`src/tsc_pkg.sv`:
```
package tsc_pkg;

   localparam int OutWidth = 48;
   localparam int SelWidth = 4;

   // count_select bits
   localparam int SelLines  = 0;
   localparam int SelWords  = 1;
   localparam int SelBytes  = 2;
   localparam int SelMaxLen = 3;

   localparam logic [SelWidth-1:0] SelReset   = 4'd7;
   localparam logic [SelWidth-1:0] SelDefault = 4'd7;

   localparam logic [7:0] ChrTab     = 8'h09;
   localparam logic [7:0] ChrNewline = 8'h0A;
   localparam logic [7:0] ChrVt      = 8'h0B;
   localparam logic [7:0] ChrFf      = 8'h0C;
   localparam logic [7:0] ChrCr      = 8'h0D;
   localparam logic [7:0] ChrSpace   = 8'h20;
   localparam logic [7:0] ChrPrintLo = 8'h21;
   localparam logic [7:0] ChrPrintHi = 8'h7E;

   localparam int QueueDepth    = 4;
   localparam int QueuePtrWidth = 2;
   localparam int QueueCntWidth = 3;

   typedef struct packed {
      logic [7:0] data_byte;
      logic       end_of_stream;
   } req_type;

   typedef struct packed {
      logic [OutWidth-1:0] line_count;
      logic [OutWidth-1:0] word_count;
      logic [OutWidth-1:0] byte_count;
      logic [OutWidth-1:0] max_line_width;
   } rsp_type;

   typedef enum logic [2:0] {
      CLS_BYTE,      // byte counted only, scanning off
      CLS_NEWLINE,
      CLS_LINE_END,  // cr or ff
      CLS_TAB,
      CLS_SPACE,
      CLS_VT,
      CLS_PRINT,     // printable word character
      CLS_NONPRINT   // non-printing word character
   } cls_type;

   typedef struct packed {
      logic                is_end;
      cls_type             cls;
      logic [SelWidth-1:0] sel;
   } qitem_type;

   typedef struct packed {
      logic full;
      logic empty;
   } qstat_type;

endpackage

```
`src/tsc_front.sv`:
```
module tsc_front (
   input  logic                           clock,
   input  logic                           reset,
   input  logic                           csr_valid,
   output logic                           csr_ready,
   input  logic [tsc_pkg::SelWidth-1:0]   csr_data,
   input  logic                           req_valid,
   output logic                           req_ready,
   input  tsc_pkg::req_type               req_payload,
   output logic                           push_valid,
   input  logic                           push_ready,
   output tsc_pkg::qitem_type             push_item
);
   import tsc_pkg::*;

   logic [SelWidth-1:0] count_select_ff, count_select_in;
   logic                valid_ff, valid_in;
   qitem_type           item_ff, item_in;
   logic [SelWidth-1:0] eff_sel;
   logic                scan_en;
   logic                req_accept;
   logic [7:0]          c;

   assign csr_ready       = 1'b1;
   assign count_select_in = (csr_valid && csr_ready) ? csr_data : count_select_ff;

   assign req_ready  = !valid_ff || push_ready;
   assign req_accept = req_valid && req_ready;
   assign push_valid = valid_ff;
   assign push_item  = item_ff;

   assign eff_sel = (count_select_ff == '0) ? SelDefault : count_select_ff;
   assign scan_en = eff_sel[SelLines] || eff_sel[SelWords] || eff_sel[SelMaxLen];
   assign c       = req_payload.data_byte;

   always_comb begin
      item_in.is_end = req_payload.end_of_stream;
      item_in.sel    = eff_sel;
      item_in.cls    = CLS_BYTE;
      if (scan_en && !req_payload.end_of_stream) begin
         unique case (c)
            ChrNewline:    item_in.cls = CLS_NEWLINE;
            ChrCr, ChrFf:  item_in.cls = CLS_LINE_END;
            ChrTab:        item_in.cls = CLS_TAB;
            ChrSpace:      item_in.cls = CLS_SPACE;
            ChrVt:         item_in.cls = CLS_VT;
            default: begin
               if (c >= ChrPrintLo && c <= ChrPrintHi) item_in.cls = CLS_PRINT;
               else                                    item_in.cls = CLS_NONPRINT;
            end
         endcase
      end
   end

   always_comb begin
      if (req_accept)      valid_in = 1'b1;
      else if (push_ready) valid_in = 1'b0;
      else                 valid_in = valid_ff;
   end

   always_ff @(posedge clock) begin
      if (reset) begin
         count_select_ff <= SelReset;
         valid_ff        <= 1'b0;
      end else begin
         count_select_ff <= count_select_in;
         valid_ff        <= valid_in;
      end
   end

   always_ff @(posedge clock) begin
      if (req_accept) item_ff <= item_in;
   end

endmodule

```
`src/tsc_queue.sv`:
```
module tsc_queue (
   input  logic                 clock,
   input  logic                 reset,
   input  logic                 push,
   input  tsc_pkg::qitem_type   push_item,
   input  logic                 pop,
   output tsc_pkg::qitem_type   head_item,
   output tsc_pkg::qstat_type   stat
);
   import tsc_pkg::*;

   qitem_type                entry_ff [QueueDepth];
   logic [QueuePtrWidth-1:0] wr_ptr_ff, wr_ptr_in;
   logic [QueuePtrWidth-1:0] rd_ptr_ff, rd_ptr_in;
   logic [QueueCntWidth-1:0] count_ff, count_in;

   assign stat.full  = (count_ff == QueueCntWidth'(QueueDepth));
   assign stat.empty = (count_ff == '0);
   assign head_item  = entry_ff[rd_ptr_ff];

   assign wr_ptr_in = push ? wr_ptr_ff + 1'b1 : wr_ptr_ff;
   assign rd_ptr_in = pop  ? rd_ptr_ff + 1'b1 : rd_ptr_ff;

   always_comb begin
      count_in = count_ff;
      if (push && !pop)      count_in = count_ff + 1'b1;
      else if (pop && !push) count_in = count_ff - 1'b1;
   end

   always_ff @(posedge clock) begin
      if (reset) begin
         wr_ptr_ff <= '0;
         rd_ptr_ff <= '0;
         count_ff  <= '0;
      end else begin
         wr_ptr_ff <= wr_ptr_in;
         rd_ptr_ff <= rd_ptr_in;
         count_ff  <= count_in;
      end
   end

   always_ff @(posedge clock) begin
      if (push) entry_ff[wr_ptr_ff] <= push_item;
   end

endmodule

```
`src/tsc_back.sv`:
```
module tsc_back #(
   parameter int COUNT_WIDTH = 48,
   parameter int TAB_STOP    = 8
) (
   input  logic                 clock,
   input  logic                 reset,
   input  logic                 head_valid,
   input  tsc_pkg::qitem_type   head_item,
   output logic                 pop,
   output logic                 rsp_valid,
   input  logic                 rsp_ready,
   output tsc_pkg::rsp_type     rsp_payload
);
   import tsc_pkg::*;

   localparam int ModWidth     = (TAB_STOP > 1) ? $clog2(TAB_STOP) : 1;
   localparam int StepWidth    = $clog2(TAB_STOP + 1);
   localparam logic [COUNT_WIDTH-1:0] CntMax = '1;

   logic [COUNT_WIDTH-1:0] col_ff, col_in;
   logic [ModWidth-1:0]    col_mod_ff, col_mod_in;
   logic                   in_word_ff, in_word_in;
   logic [COUNT_WIDTH-1:0] lines_ff, lines_in;
   logic [COUNT_WIDTH-1:0] words_ff, words_in;
   logic [COUNT_WIDTH-1:0] bytes_ff, bytes_in;
   logic [COUNT_WIDTH-1:0] widest_ff, widest_in;
   logic                   rsp_valid_ff, rsp_valid_in;
   rsp_type                rsp_ff, rsp_in;

   logic                   out_free;
   logic [COUNT_WIDTH-1:0] widest_now;
   logic [StepWidth-1:0]   tab_step;
   logic [COUNT_WIDTH:0]   tab_sum;
   logic [COUNT_WIDTH-1:0] col_inc;
   logic [ModWidth-1:0]    mod_inc;

   function automatic logic [COUNT_WIDTH-1:0] sat_inc(input logic [COUNT_WIDTH-1:0] x);
      return (x == CntMax) ? x : x + 1'b1;
   endfunction

   function automatic logic [OutWidth-1:0] to_out(input logic [COUNT_WIDTH-1:0] x,
                                                  input logic sel);
      logic [63:0] w;
      w = 64'(x);
      return sel ? w[OutWidth-1:0] : '0;
   endfunction

   assign out_free  = !rsp_valid_ff || rsp_ready;
   assign pop       = head_valid && (!head_item.is_end || out_free);
   assign rsp_valid = rsp_valid_ff;
   assign rsp_payload = rsp_ff;

   assign widest_now = (col_ff > widest_ff) ? col_ff : widest_ff;
   assign col_inc    = sat_inc(col_ff);
   assign mod_inc    = (col_mod_ff == ModWidth'(TAB_STOP - 1)) ? '0 : col_mod_ff + 1'b1;
   // distance to next tab stop, tracked through the column phase counter
   assign tab_step   = StepWidth'(TAB_STOP) - StepWidth'(col_mod_ff);
   assign tab_sum    = {1'b0, col_ff} + (COUNT_WIDTH + 1)'(tab_step);

   always_comb begin
      col_in     = col_ff;
      col_mod_in = col_mod_ff;
      in_word_in = in_word_ff;
      lines_in   = lines_ff;
      words_in   = words_ff;
      bytes_in   = bytes_ff;
      widest_in  = widest_ff;
      rsp_in     = rsp_ff;
      if (pop) begin
         if (head_item.is_end) begin
            rsp_in.line_count     = to_out(lines_ff, head_item.sel[SelLines]);
            rsp_in.word_count     = to_out(words_ff, head_item.sel[SelWords]);
            rsp_in.byte_count     = to_out(bytes_ff, head_item.sel[SelBytes]);
            rsp_in.max_line_width = to_out(widest_now, head_item.sel[SelMaxLen]);
            col_in     = '0;
            col_mod_in = '0;
            in_word_in = 1'b0;
            lines_in   = '0;
            words_in   = '0;
            bytes_in   = '0;
            widest_in  = '0;
         end else begin
            bytes_in = sat_inc(bytes_ff);
            unique case (head_item.cls)
               CLS_BYTE: ;
               CLS_NEWLINE, CLS_LINE_END: begin
                  if (head_item.cls == CLS_NEWLINE) lines_in = sat_inc(lines_ff);
                  widest_in  = widest_now;
                  col_in     = '0;
                  col_mod_in = '0;
                  in_word_in = 1'b0;
               end
               CLS_TAB: begin
                  col_in     = tab_sum[COUNT_WIDTH] ? CntMax : tab_sum[COUNT_WIDTH-1:0];
                  col_mod_in = '0;
                  in_word_in = 1'b0;
               end
               CLS_SPACE: begin
                  col_in     = col_inc;
                  col_mod_in = mod_inc;
                  in_word_in = 1'b0;
               end
               CLS_VT: in_word_in = 1'b0;
               CLS_PRINT, CLS_NONPRINT: begin
                  if (head_item.cls == CLS_PRINT) begin
                     col_in     = col_inc;
                     col_mod_in = mod_inc;
                  end
                  if (!in_word_ff) words_in = sat_inc(words_ff);
                  in_word_in = 1'b1;
               end
               default: ;
            endcase
         end
      end
   end

   always_comb begin
      if (pop && head_item.is_end) rsp_valid_in = 1'b1;
      else if (rsp_ready)          rsp_valid_in = 1'b0;
      else                         rsp_valid_in = rsp_valid_ff;
   end

   always_ff @(posedge clock) begin
      if (reset) begin
         col_ff       <= '0;
         col_mod_ff   <= '0;
         in_word_ff   <= 1'b0;
         lines_ff     <= '0;
         words_ff     <= '0;
         bytes_ff     <= '0;
         widest_ff    <= '0;
         rsp_valid_ff <= 1'b0;
      end else begin
         col_ff       <= col_in;
         col_mod_ff   <= col_mod_in;
         in_word_ff   <= in_word_in;
         lines_ff     <= lines_in;
         words_ff     <= words_in;
         bytes_ff     <= bytes_in;
         widest_ff    <= widest_in;
         rsp_valid_ff <= rsp_valid_in;
      end
   end

   always_ff @(posedge clock) begin
      rsp_ff <= rsp_in;
   end

endmodule

```
`src/text_stream_counter_unit.sv`:
```
// text_stream_counter_unit: counts bytes, newlines, words and the widest
// line's display width of a byte stream, in the manner of a word count utility.
// req channel: one item per byte (data_byte), or an end item
// (end_of_stream = 1) that returns the counts on rsp and clears all counts.
// rsp channel: one item per end item, with the four counts; a count whose
// count_select bit is clear reads as zero. Counters saturate.
// csr channel: writes count_select; always ready. Write it only while no
// item is in flight.
// Throughput: one item per cycle, set by the counter update in the back
// end, while no end item waits on a stalled rsp. The result of an end item
// passes through the front register, then the four-entry queue and the
// counter update into the output register.
// Reset clears all counts and sets count_select to lines+words+bytes.
// When rsp is stalled, byte items ahead of an end item keep flowing; an end
// item waits in the queue until the output register frees, and req_ready
// drops once the queue and the front register are full.
module text_stream_counter_unit #(
   parameter int COUNT_WIDTH = 48,
   parameter int TAB_STOP    = 8
) (
   input  logic                         clock,
   input  logic                         reset,
   input  logic                         csr_valid,
   output logic                         csr_ready,
   input  logic [tsc_pkg::SelWidth-1:0] csr_data,
   input  logic                         req_valid,
   output logic                         req_ready,
   input  tsc_pkg::req_type             req_payload,
   output logic                         rsp_valid,
   input  logic                         rsp_ready,
   output tsc_pkg::rsp_type             rsp_payload
);
   import tsc_pkg::*;

   logic      push_valid;
   logic      push;
   logic      pop;
   qitem_type push_item;
   qitem_type head_item;
   qstat_type q_stat;

   assign push = push_valid && !q_stat.full;

   tsc_front u_front (
      .clock       (clock),
      .reset       (reset),
      .csr_valid   (csr_valid),
      .csr_ready   (csr_ready),
      .csr_data    (csr_data),
      .req_valid   (req_valid),
      .req_ready   (req_ready),
      .req_payload (req_payload),
      .push_valid  (push_valid),
      .push_ready  (!q_stat.full),
      .push_item   (push_item)
   );

   tsc_queue u_queue (
      .clock     (clock),
      .reset     (reset),
      .push      (push),
      .push_item (push_item),
      .pop       (pop),
      .head_item (head_item),
      .stat      (q_stat)
   );

   tsc_back #(
      .COUNT_WIDTH (COUNT_WIDTH),
      .TAB_STOP    (TAB_STOP)
   ) u_back (
      .clock       (clock),
      .reset       (reset),
      .head_valid  (!q_stat.empty),
      .head_item   (head_item),
      .pop         (pop),
      .rsp_valid   (rsp_valid),
      .rsp_ready   (rsp_ready),
      .rsp_payload (rsp_payload)
   );

   // queue never written when full
   a_no_overflow: assert property (@(posedge clock) disable iff (reset)
      !(push && q_stat.full))
      else $error("item pushed into full queue");

   // queue never read when empty
   a_no_underflow: assert property (@(posedge clock) disable iff (reset)
      !(pop && q_stat.empty))
      else $error("item popped from empty queue");

   // a new result only appears after an end item leaves the queue
   a_rsp_from_end: assert property (@(posedge clock) disable iff (reset)
      $rose(rsp_valid) |-> $past(pop && head_item.is_end))
      else $error("result without end item");

   // an end item is not taken while a stalled result is still held
   a_end_waits: assert property (@(posedge clock) disable iff (reset)
      (rsp_valid && !rsp_ready) |-> !(pop && head_item.is_end))
      else $error("end item overwrote pending result");

endmodule

```
`config.mk`:
```
export PLATFORM = sky130hd
export DESIGN_NAME = text_stream_counter_unit
export DESIGN_NICKNAME = d
export VERILOG_FILES = /design/src/tsc_pkg.sv /design/src/tsc_front.sv /design/src/tsc_queue.sv /design/src/tsc_back.sv /design/src/text_stream_counter_unit.sv
export SDC_FILE = /design/constraint.sdc
export NUM_CORES = 1
export LEC_CHECK = 0
export ABC_AREA = 1
export BUFFER_PORTS_ARGS = -buffer_cell sky130_fd_sc_hd__buf_2
export CAP_MARGIN = 0
export CORE_ASPECT_RATIO = 0.8
export CORE_MARGIN = 4
export CORE_UTILIZATION = 40
export CTS_CLUSTER_DIAMETER = 60
export DETAILED_ROUTE_END_ITERATION = 8
export HOLD_SLACK_MARGIN = 0.12
export MAX_ROUTING_LAYER = met4
export PLACE_DENSITY = 0.59
export SYNTH_ARGS = -nofsm -noshare
export SYNTH_HDL_FRONTEND = slang
export SYNTH_SLANG_ARGS = --single-unit
```
`constraint.sdc`:
```
create_clock -name clock -period 13.48 [get_ports clock]
set_clock_uncertainty 0.2 [all_clocks]
set_input_delay 0 -clock clock [delete_from_list [all_inputs] [get_ports clock]]
set_output_delay 0 -clock clock [all_outputs]
set_load 0.02 [all_outputs]
```
Yosys cells after proc, flatten, opt, wreduce, memory -nomap -nowiden:

Memories as Yosys holds them, arrays and structs flattened. A register that Yosys moved wholly into a read port is not among the register bits.
Cells that the tools add are included.

* register bits: 457
* bits in writable memories: 32
* logic and storage cells: 142
* memories kept: 1

* $add $sub $neg: 11
* magnitude comparators: 3
* equal/unequal tests: 25
* muxes and demuxes: 37
* reductions and logical operators: 44

Memories
* u_queue.entry_ff: depth 4, width 8, read ports 1, clocked after memory_dff 1, wr ports 1, RTL line tsc_queue.sv:12 `qitem_type entry_ff [QueueDepth];`

Operators with widths (count)
* $mux W48: 17
* $add A48 B1 Y48 const B: 4
* $eq A48 B48 Y1 const B: 4
* $pmux W48 S4: 1
* $add A48 B4 Y49: 1
* $gt A48 B48 Y1: 1
* $eq A8 B4 Y1 const B: 5
* $eq A3 B3 Y1 const B: 6
* $mux W3: 5
* $pmux W3 S5: 1
* $ne A2 B1 Y1 const B: 5
* $reduce_bool A2 Y1: 5
* $pmux W3 S3: 1
* $eq A8 B6 Y1 const B: 1
* $ge A8 B6 Y1 const B: 1
* $le A8 B7 Y1 const B: 1
* $logic_and A1 B1 Y1: 8
* $logic_not A1 Y1: 8
* $mux W1: 8
* $reduce_and A2 Y1: 4
* $reduce_and A4 Y1: 2
* $add A3 B1 Y3 const B: 2
* $eq A3 B2 Y1 const B: 2
* $reduce_and A3 Y1: 2
* other kinds (17): 25

Logic depth before layout (Yosys ltp):

Gate-level depths: netlist of the first run.

* depth in word-level cells: 7
* depth in mapped cells: 19
* depth with buffers taken out: 17

Modules after synthesis:

From an unflattened synthesis of the first run, not the netlist that was laid out.

* cell total of the unflattened synthesis: 3900
* area total of the unflattened synthesis: 27885.5 sq um

Modules (own cells, without submodules)
* tsc_back: times used 1, cells an instance 3676, area each 25574.5 sq um, sequential area each 10670.2 sq um
* tsc_queue: times used 1, cells an instance 134, area each 1641.6 sq um, sequential area each 1141.1 sq um
* tsc_front: times used 1, cells an instance 86, area each 651.9 sq um, sequential area each 340.3 sq um
* text_stream_counter_unit: times used 1, cells an instance 4, area each 17.5 sq um, sequential area each 0.0 sq um

Worst setup path after synthesis of the first run:

Ideal clock, no wire load.

* path type: register -> register
* from: register with a tool-made name
* to: register u_back.rsp_ff (netlist bit u_back.rsp_payload[0]), enable pin
* arrival time: 5172 ps
* data required time: 12737 ps
* slack: 7565 ps
* stages on the path, launching flop included: 14
* path buffers: 3
* clock period less this slack: 5915 ps
* cell sequence: dfxtp_1 -> buf_6 -> inv_2 -> nand2_1 -> nand3_2 -> nand2_4 -> inv_2 -> nand3_2 -> nand2_4 -> inv_2 -> nand2_1 -> buf_4 -> clkbuf_1 -> inv_1

RTL lines
* to (signal assigned): RTL line tsc_back.sv:147 `rsp_ff <= rsp_in;`
* to (decl): RTL line tsc_back.sv:28 `rsp_type rsp_ff, rsp_in;`

==> impl_metrics.py, run 1 <==
metrics = {
    "drt": {
        "vias": 25660,
        "drc": 0,
        "wl_per_cell_microns": 17.42,
        "ant_nets": 0,
        "drt_iter0_drc": 2191,
        "drt_wl_total_microns": 85450,
        "via_per_inst": 5.229,
        "drtPass1Iterations": 8,
    },
    "setup_path": {
        "crit_fanout": 121,
        "arrival_ns": 5.26,
        "crit_required_ns": 13.51,
        "end_kind": "register",
        "ff2ff_path_depth": 12,
        "slowest_delay_ns": 0.82,
        "crit_chain": "inv_2, nand2_1, nand3_2, nand2_4, inv_2, nand3_2, nand2_4, inv_2, nand2_1, buf_4, inv_8, buf_4",
        "critPathLaunchType": "register",
        "cp_slowest_cell": "buf_4",
        "reg2reg_to": "u_back.rsp_payload[164]",
        "path_delay_family": "buffers and inverters",
        "cp_num_buf_inv": 6,
        "reg2reg_slack_ns": 8.26,
        "crit_type": "register to register",
        "cpMostUsedCell": "inv_2",
    },
    "timing": {
        "fmax_ghz": 0.1915,
        "setup_viol": 0,
        "fin_crit_sh_pct": 38.74,
        "hold_violations": 0,
        "max_slew_margin_pct": 25.47,
        "min_period_ns": 5.222,
        "drv_slew": 0,
        "tightestPinTransition_ns": 1.109,
        "rsz0062_at_grt": "no",
        "fin_tns_setup_ns": 0,
        "worst_slack_ns": 8.258,
    },
    "clock_network": {
        "cts-root-buf": "clkbuf_16",
        "cts_setup_buffers": 0,
        "cts_buffers": 53,
        "clock-sinks": 491,
        "path_clk_slew_ns": 0.06,
        "cts_tree": "built",
        "htreeDepth": 2,
        "clock_latency_ns": 0.62,
        "clock_path_buffers": 3,
        "cts_resized": 0,
    },
    "logic_synthesis": {
        "synthTopCellsByArea": "edfxtp_1 26%, dfxtp_1 19%, nand2_1 14%",
        "ys.flop_type": "dfxtp_1",
        "synth_top_area_cell": "edfxtp_1",
        "synth_nets": 3866,
        "ys_ff_latch": 491,
        "async_flop_share_pct": 0,
        "ys_warn_count": 0,
        "seq_area_frac_synth_pct": 44.61,
        "synthCells": 3782,
        "synth.top_cell.area_share_pct": 25.57,
        "syn_avg_cell_area_sq_um": 7.203,
        "syn-cell-area_sq_um": 27240,
        "synth-edff-count": 232,
        "synth_cell_type_count": 48,
    },
    "floorplanning": {
        "row_count": 85,
        "core_sq_um": 67320,
        "start_util_pct": 40.47,
        "die_x_microns": 299.8,
        "die_y_microns": 241.4,
        "die_area_sq_um": 72370,
        "ios": 213,
    },
    "cells_and_area": {
        "utilization_pct": 46.09,
        "layout_commonest_cell": "nand2_1",
        "antenna_cells": 0,
        "final_cell_mix": "1002 x nand2_1, 564 x nor2_1, 369 x inv_1",
        "final_nets": 4033,
        "area_growth_syn_to_layout_pct": 13.91,
        "fillCellCount": 6980,
        "fin_cells": 4906,
        "drive_gt1_share_pct": 9.066,
    },
    "placement": {
        "gp_congestion": 1.029,
        "post-place-ws_ns": 8.218,
        "io_buffer_count": 211,
        "dp_cells": 4774,
        "dp_hpwl_microns": 60260,
    },
    "grt": {
        "antenna_found_initial": 0,
        "grt_pass1_wl_microns": 133000,
        "grt_max_degree": 122,
        "grtUsageTotal_pct": 23.52,
        "grt_pass1_vias": 23510,
        "overflow": 0,
    },
    "run_status": {
        "status": "completed",
    },
    "worst_hold_path": {
        "hold_class": "register to register",
        "hold_end": "u_front.push_item[3]",
        "worstHoldStart": "u_front.count_select_ff[3]",
        "worst_hold_path.num_cells": 0,
    },
    "job": {
        "maxCapViolations": 0,
    },
}
==> layout make-up <==
| type | count | area (sq um) | area share, % |
|---|---|---|---|
| Tap cell | 913 | 1142 | 3.681 |
| Clock buffer | 63 | 1384 | 4.460 |
| Inverter | 386 | 1456 | 4.693 |
| Clock inverter | 36 | 385.4 | 1.242 |
| Sequential cell | 491 | 12150 | 39.16 |
| Multi-Input combinational cell | 2754 | 12980 | 41.82 |
| Timing Repair Buffer | 263 | 1535 | 4.947 |
==> cells by family after synthesis <==
group	Yosys count	synth area share [%]
XOR/XNOR	73	2.347
other	1	0.01377
flip-flops	491	44.61
AND/OR/NAND/NOR	2200	34.25
buffers and inverters	537	7.886
AO/OA/AOI/OAI	414	7.812
adder cells (fa/ha/maj)	66	3.086
==> Yosys cell counts (2+ instances only) <==
cell and count:
nand2_1 1005, nor2_1 564, inv_1 370, nand3_1 355
a21oi_1 274, dfxtp_1 259, edfxtp_1 232, nor3_1 123
o21ai_0 112, nand4_1 97, clkbuf_1 72, xor2_1 71
ha_1 64, buf_2 53, inv_2 15, nor4_1 14
buf_4 13, buf_1 9, o21ai_1 9, and3_1 8
nor3b_1 7, nor3_2 6, a32o_1 4, nand2_2 4
nand3_2 4, a31oi_1 3, nor2_2 3, o31ai_1 3
a21o_1 2, buf_6 2, clkbuf_2 2, fa_1 2
nand2_4 2, nor3_4 2, o21a_1 2, o21bai_1 2
xnor2_1 2
==> flip-flops by register name (all words and copies together) (netlist names), named ones only <==
register                 count
u_back.bytes_ff             48
u_back.col_mod_ff            3
u_back.lines_ff             48
u_front.push_valid           1
u_queue.wr_ptr_ff            2
u_back.rsp_valid             1
u_front.push_item            8
u_queue.rd_ptr_ff            2
u_queue.count_ff             3
u_back.in_word_ff            1
u_queue.entry_ff            32
u_back.widest_ff            48
u_back.words_ff             48
u_front.count_select_ff      4
u_back.col_ff               48
u_back.rsp_payload         192
==> worst max path at each step <==
stage              from                 endpoint  slack [ns]  depth (start not counted)
2_1_floorplan  register    u_back.rsp_payload[0]        7.57                         13
3_3_place_gp   register  u_back.rsp_payload[165]        8.30                         12
3_5_place_dp   register  u_back.rsp_payload[168]        8.22                         12
4_1_cts        register  u_back.rsp_payload[164]        8.21                         12
5_1_grt        register  u_back.rsp_payload[161]        7.89                         12
6_report       register  u_back.rsp_payload[164]        8.26                         12
==> layer usage <==
layer | up-vias | track usage [%] | share of wire (%)
met5 | - | - | 0
met3 | 125 | 4.041 | 7.0
met1 | 11940 | 32.84 | 47
met4 | 0 | 5.527 | 2.2
li1 | 12750 | - | -
met2 | 845 | 35.89 | 44
==> repair_timing <==
item / in CTS / in global routing
endpoints found under the hold margin: 115 / 0
endpoints found under the setup margin: 0 / 0
hold buffers: 33 / 0
==> worst register-to-register path: cells and delay by family, from the launching register on <==
family,cells,cell delay [ns]
buf+inv,6,2.66
simple gates,6,1.20
flops,1,0.71
==> metrics by stage <==
step	cell area, sq um	hold slack, ns
4_1_cts	31030	0.1441
5_1_grt	31030	0.2347
6_report	31030	0.2272
3_3_place_gp	28930	-0.002428
3_5_place_dp	28930	0.005867
2_1_floorplan	27240	-0.1059
Power of run 1 is not shown: default switching activity piles up to over one toggle a cycle in this logic, so the estimate is an artifact.
==> inputs of run 2 (changes only) <==
clock period = 5.1 ns   (was 13.48 ns; I/O delays follow)
==> impl_metrics.py, run 2 (synthesis results as in run 1) <==
metrics = {
    "run_status": {
        "status": "completed",
    },
    "drt": {
        "drt_wl_total_microns": 85540,
        "wl_per_cell_microns": 17.40,
        "ant_nets": 0,
        "vias": 25690,
        "via_per_inst": 5.226,
        "drc": 0,
        "drtPass1Iterations": 6,
        "drt_iter0_drc": 2470,
    },
    "power_and_ir_drop": {
        "vdd.ir_drop.worst_uv": 1818,
        "p_leak_nw": 11.55,
        "power.density_nw_per_um2": 782.8,
    },
    "cells_and_area": {
        "area_growth_syn_to_layout_pct": 14.20,
        "final_cell_mix": "1002 x nand2_1, 564 x nor2_1, 369 x inv_1",
        "antenna_cells": 0,
        "postLayoutCellArea_sq_um": 31110,
        "largest_reg_flops": 192,
        "multi_input_area_sq_um": 12980,
        "drive_gt1_share_pct": 9.320,
        "regArea_sq_um": 12150,
        "layout_commonest_cell": "nand2_1",
        "final_nets": 4041,
        "fillCellCount": 6945,
    },
    "setup_path": {
        "critPathLaunchType": "register",
        "end_kind": "register",
        "crit_type": "register to register",
        "path_delay_family": "simple AND/OR/NAND/NOR gates",
        "slowest_delay_ns": 0.71,
        "crit_required_ns": 5.44,
        "arrival_ns": 4.23,
        "cp_slowest_cell": "dfxtp_1",
        "worst-path-stages": 11,
        "reg2reg_slack_ns": 1.21,
        "crit_fanout": 47,
        "cp_num_buf_inv": 3,
        "ff2ff_path_depth": 11,
        "crit_chain": "inv_2, nand2_1, nand3_2, nand2_4, buf_4, nand4_1, nand2_2, inv_2, nand2_1, nor2_1, nor3b_1",
    },
    "clock_network": {
        "cts_buffers": 54,
        "clock_path_buffers": 3,
        "htreeDepth": 2,
        "clock_latency_ns": 0.62,
        "cts_tree": "built",
        "cts_setup_buffers": 0,
        "cts-root-buf": "clkbuf_16",
        "path_clk_slew_ns": 0.07,
        "holdBufCountCts": 32,
        "cts_resized": 0,
        "clock-sinks": 491,
    },
    "floorplanning": {
        "ios": 213,
        "start_util_pct": 40.47,
        "die_area_sq_um": 72370,
        "row_count": 85,
        "core_sq_um": 67320,
        "die_y_microns": 241.4,
        "die_x_microns": 299.8,
    },
    "grt": {
        "antenna_found_initial": 0,
        "grt_pass1_wl_microns": 133500,
        "grtUsageTotal_pct": 23.61,
        "overflow": 0,
        "grt_pass1_vias": 23540,
        "grt_max_degree": 97,
    },
    "timing": {
        "min_period_ns": 3.888,
        "rsz0062_at_grt": "no",
        "fin_crit_sh_pct": 76.23,
        "max_slew_margin_pct": 26.59,
        "tightestPinTransition_ns": 1.093,
        "hold_violations": 0,
        "fmax_ghz": 0.2572,
        "setup_viol": 0,
        "fin_tns_setup_ns": 0,
        "drv_slew": 0,
    },
    "worst_hold_path": {
        "worst_hold_path.num_cells": 5,
        "hold_class": "input port to register",
    },
    "placement": {
        "gp_congestion": 0.9916,
        "io_buffer_count": 211,
        "dp_hpwl_microns": 60870,
        "dpl_cell_area_sq_um": 29030,
    },
    "job": {
        "maxCapViolations": 0,
    },
}
run 2: changes by cell type in the layout (fill, tap and decap cells not counted):
cell / delta
buf_12: +3
clkbuf_1: -1
clkinvlp_4: -3
bufinv_16: -3
buf_4: +5
dlygate4sd3_1: -1
clkinv_2: +4
clkbuf_8: +5
inv_4: -1
clkbuf_16: +1
run 2: cell type report:
type | instances | area share, %
Clock inverter | 33 | 0.9331
Tap cell | 913 | 3.672
Multi-Input combinational cell | 2754 | 41.71
Inverter | 386 | 4.669
Sequential cell | 491 | 39.06
Clock buffer | 68 | 4.738
Timing Repair Buffer | 270 | 5.216
run 2: tightest hold or removal path: cells and delay by family:
kind,cells,cell delay (ns)
buffers and inverters,2,0.65
AOI/OAI and AO/OA,1,0.08
and+or+nand+nor,2,0.14
run 2: per-stage QoR:
step / util, % / worst slack (ns) / hold WS (ns) / power [mW] / instances
4_1_cts: 46.21 / 1.196 / 0.1414 / 24.81 / 4915
2_1_floorplan: - / 0.1477 / -0.1059 / 9.988 / 3782
3_3_place_gp: 43.11 / 1.237 / -0.004327 / 20.80 / 4782
5_1_grt: 46.21 / 0.8940 / 0.2038 / 25.89 / 4915
6_report: 46.21 / 1.212 / 0.2280 / 24.35 / 4915
3_5_place_dp: 43.11 / 1.211 / 0.003388 / 20.82 / 4782
run 2: power breakdown:
group,internal (mW),total [mW],switching [mW]
Combinational,3.57,14.3,10.8
Sequential,5.72,6.10,0.382
Clock,2.21,3.90,1.69
Total,11.5,24.4,12.8
run 2: layer usage:
metal / vias up / GRT usage, % / wire, microns
met5: - / - / 0
met4: 0 / 5.310 / 1872
met3: 126 / 3.826 / 6333
met2: 828 / 35.63 / 37290
met1: 11960 / 33.52 / 40050
li1: 12770 / - / -
run 2: path summary, 6_finish.rpt:
| kind | to | from |
|---|---|---|
| setup / recovery | u_back.bytes_ff[28] | register |
| hold / removal | u_front.push_item[6] | req_payload[1] |
| setup reg to reg | u_back.bytes_ff[28] | register |
| hold reg to reg | u_back.widest_ff[14] | u_back.widest_ff[14] |
No activity file was read; power rests on OpenSTA's default activity.
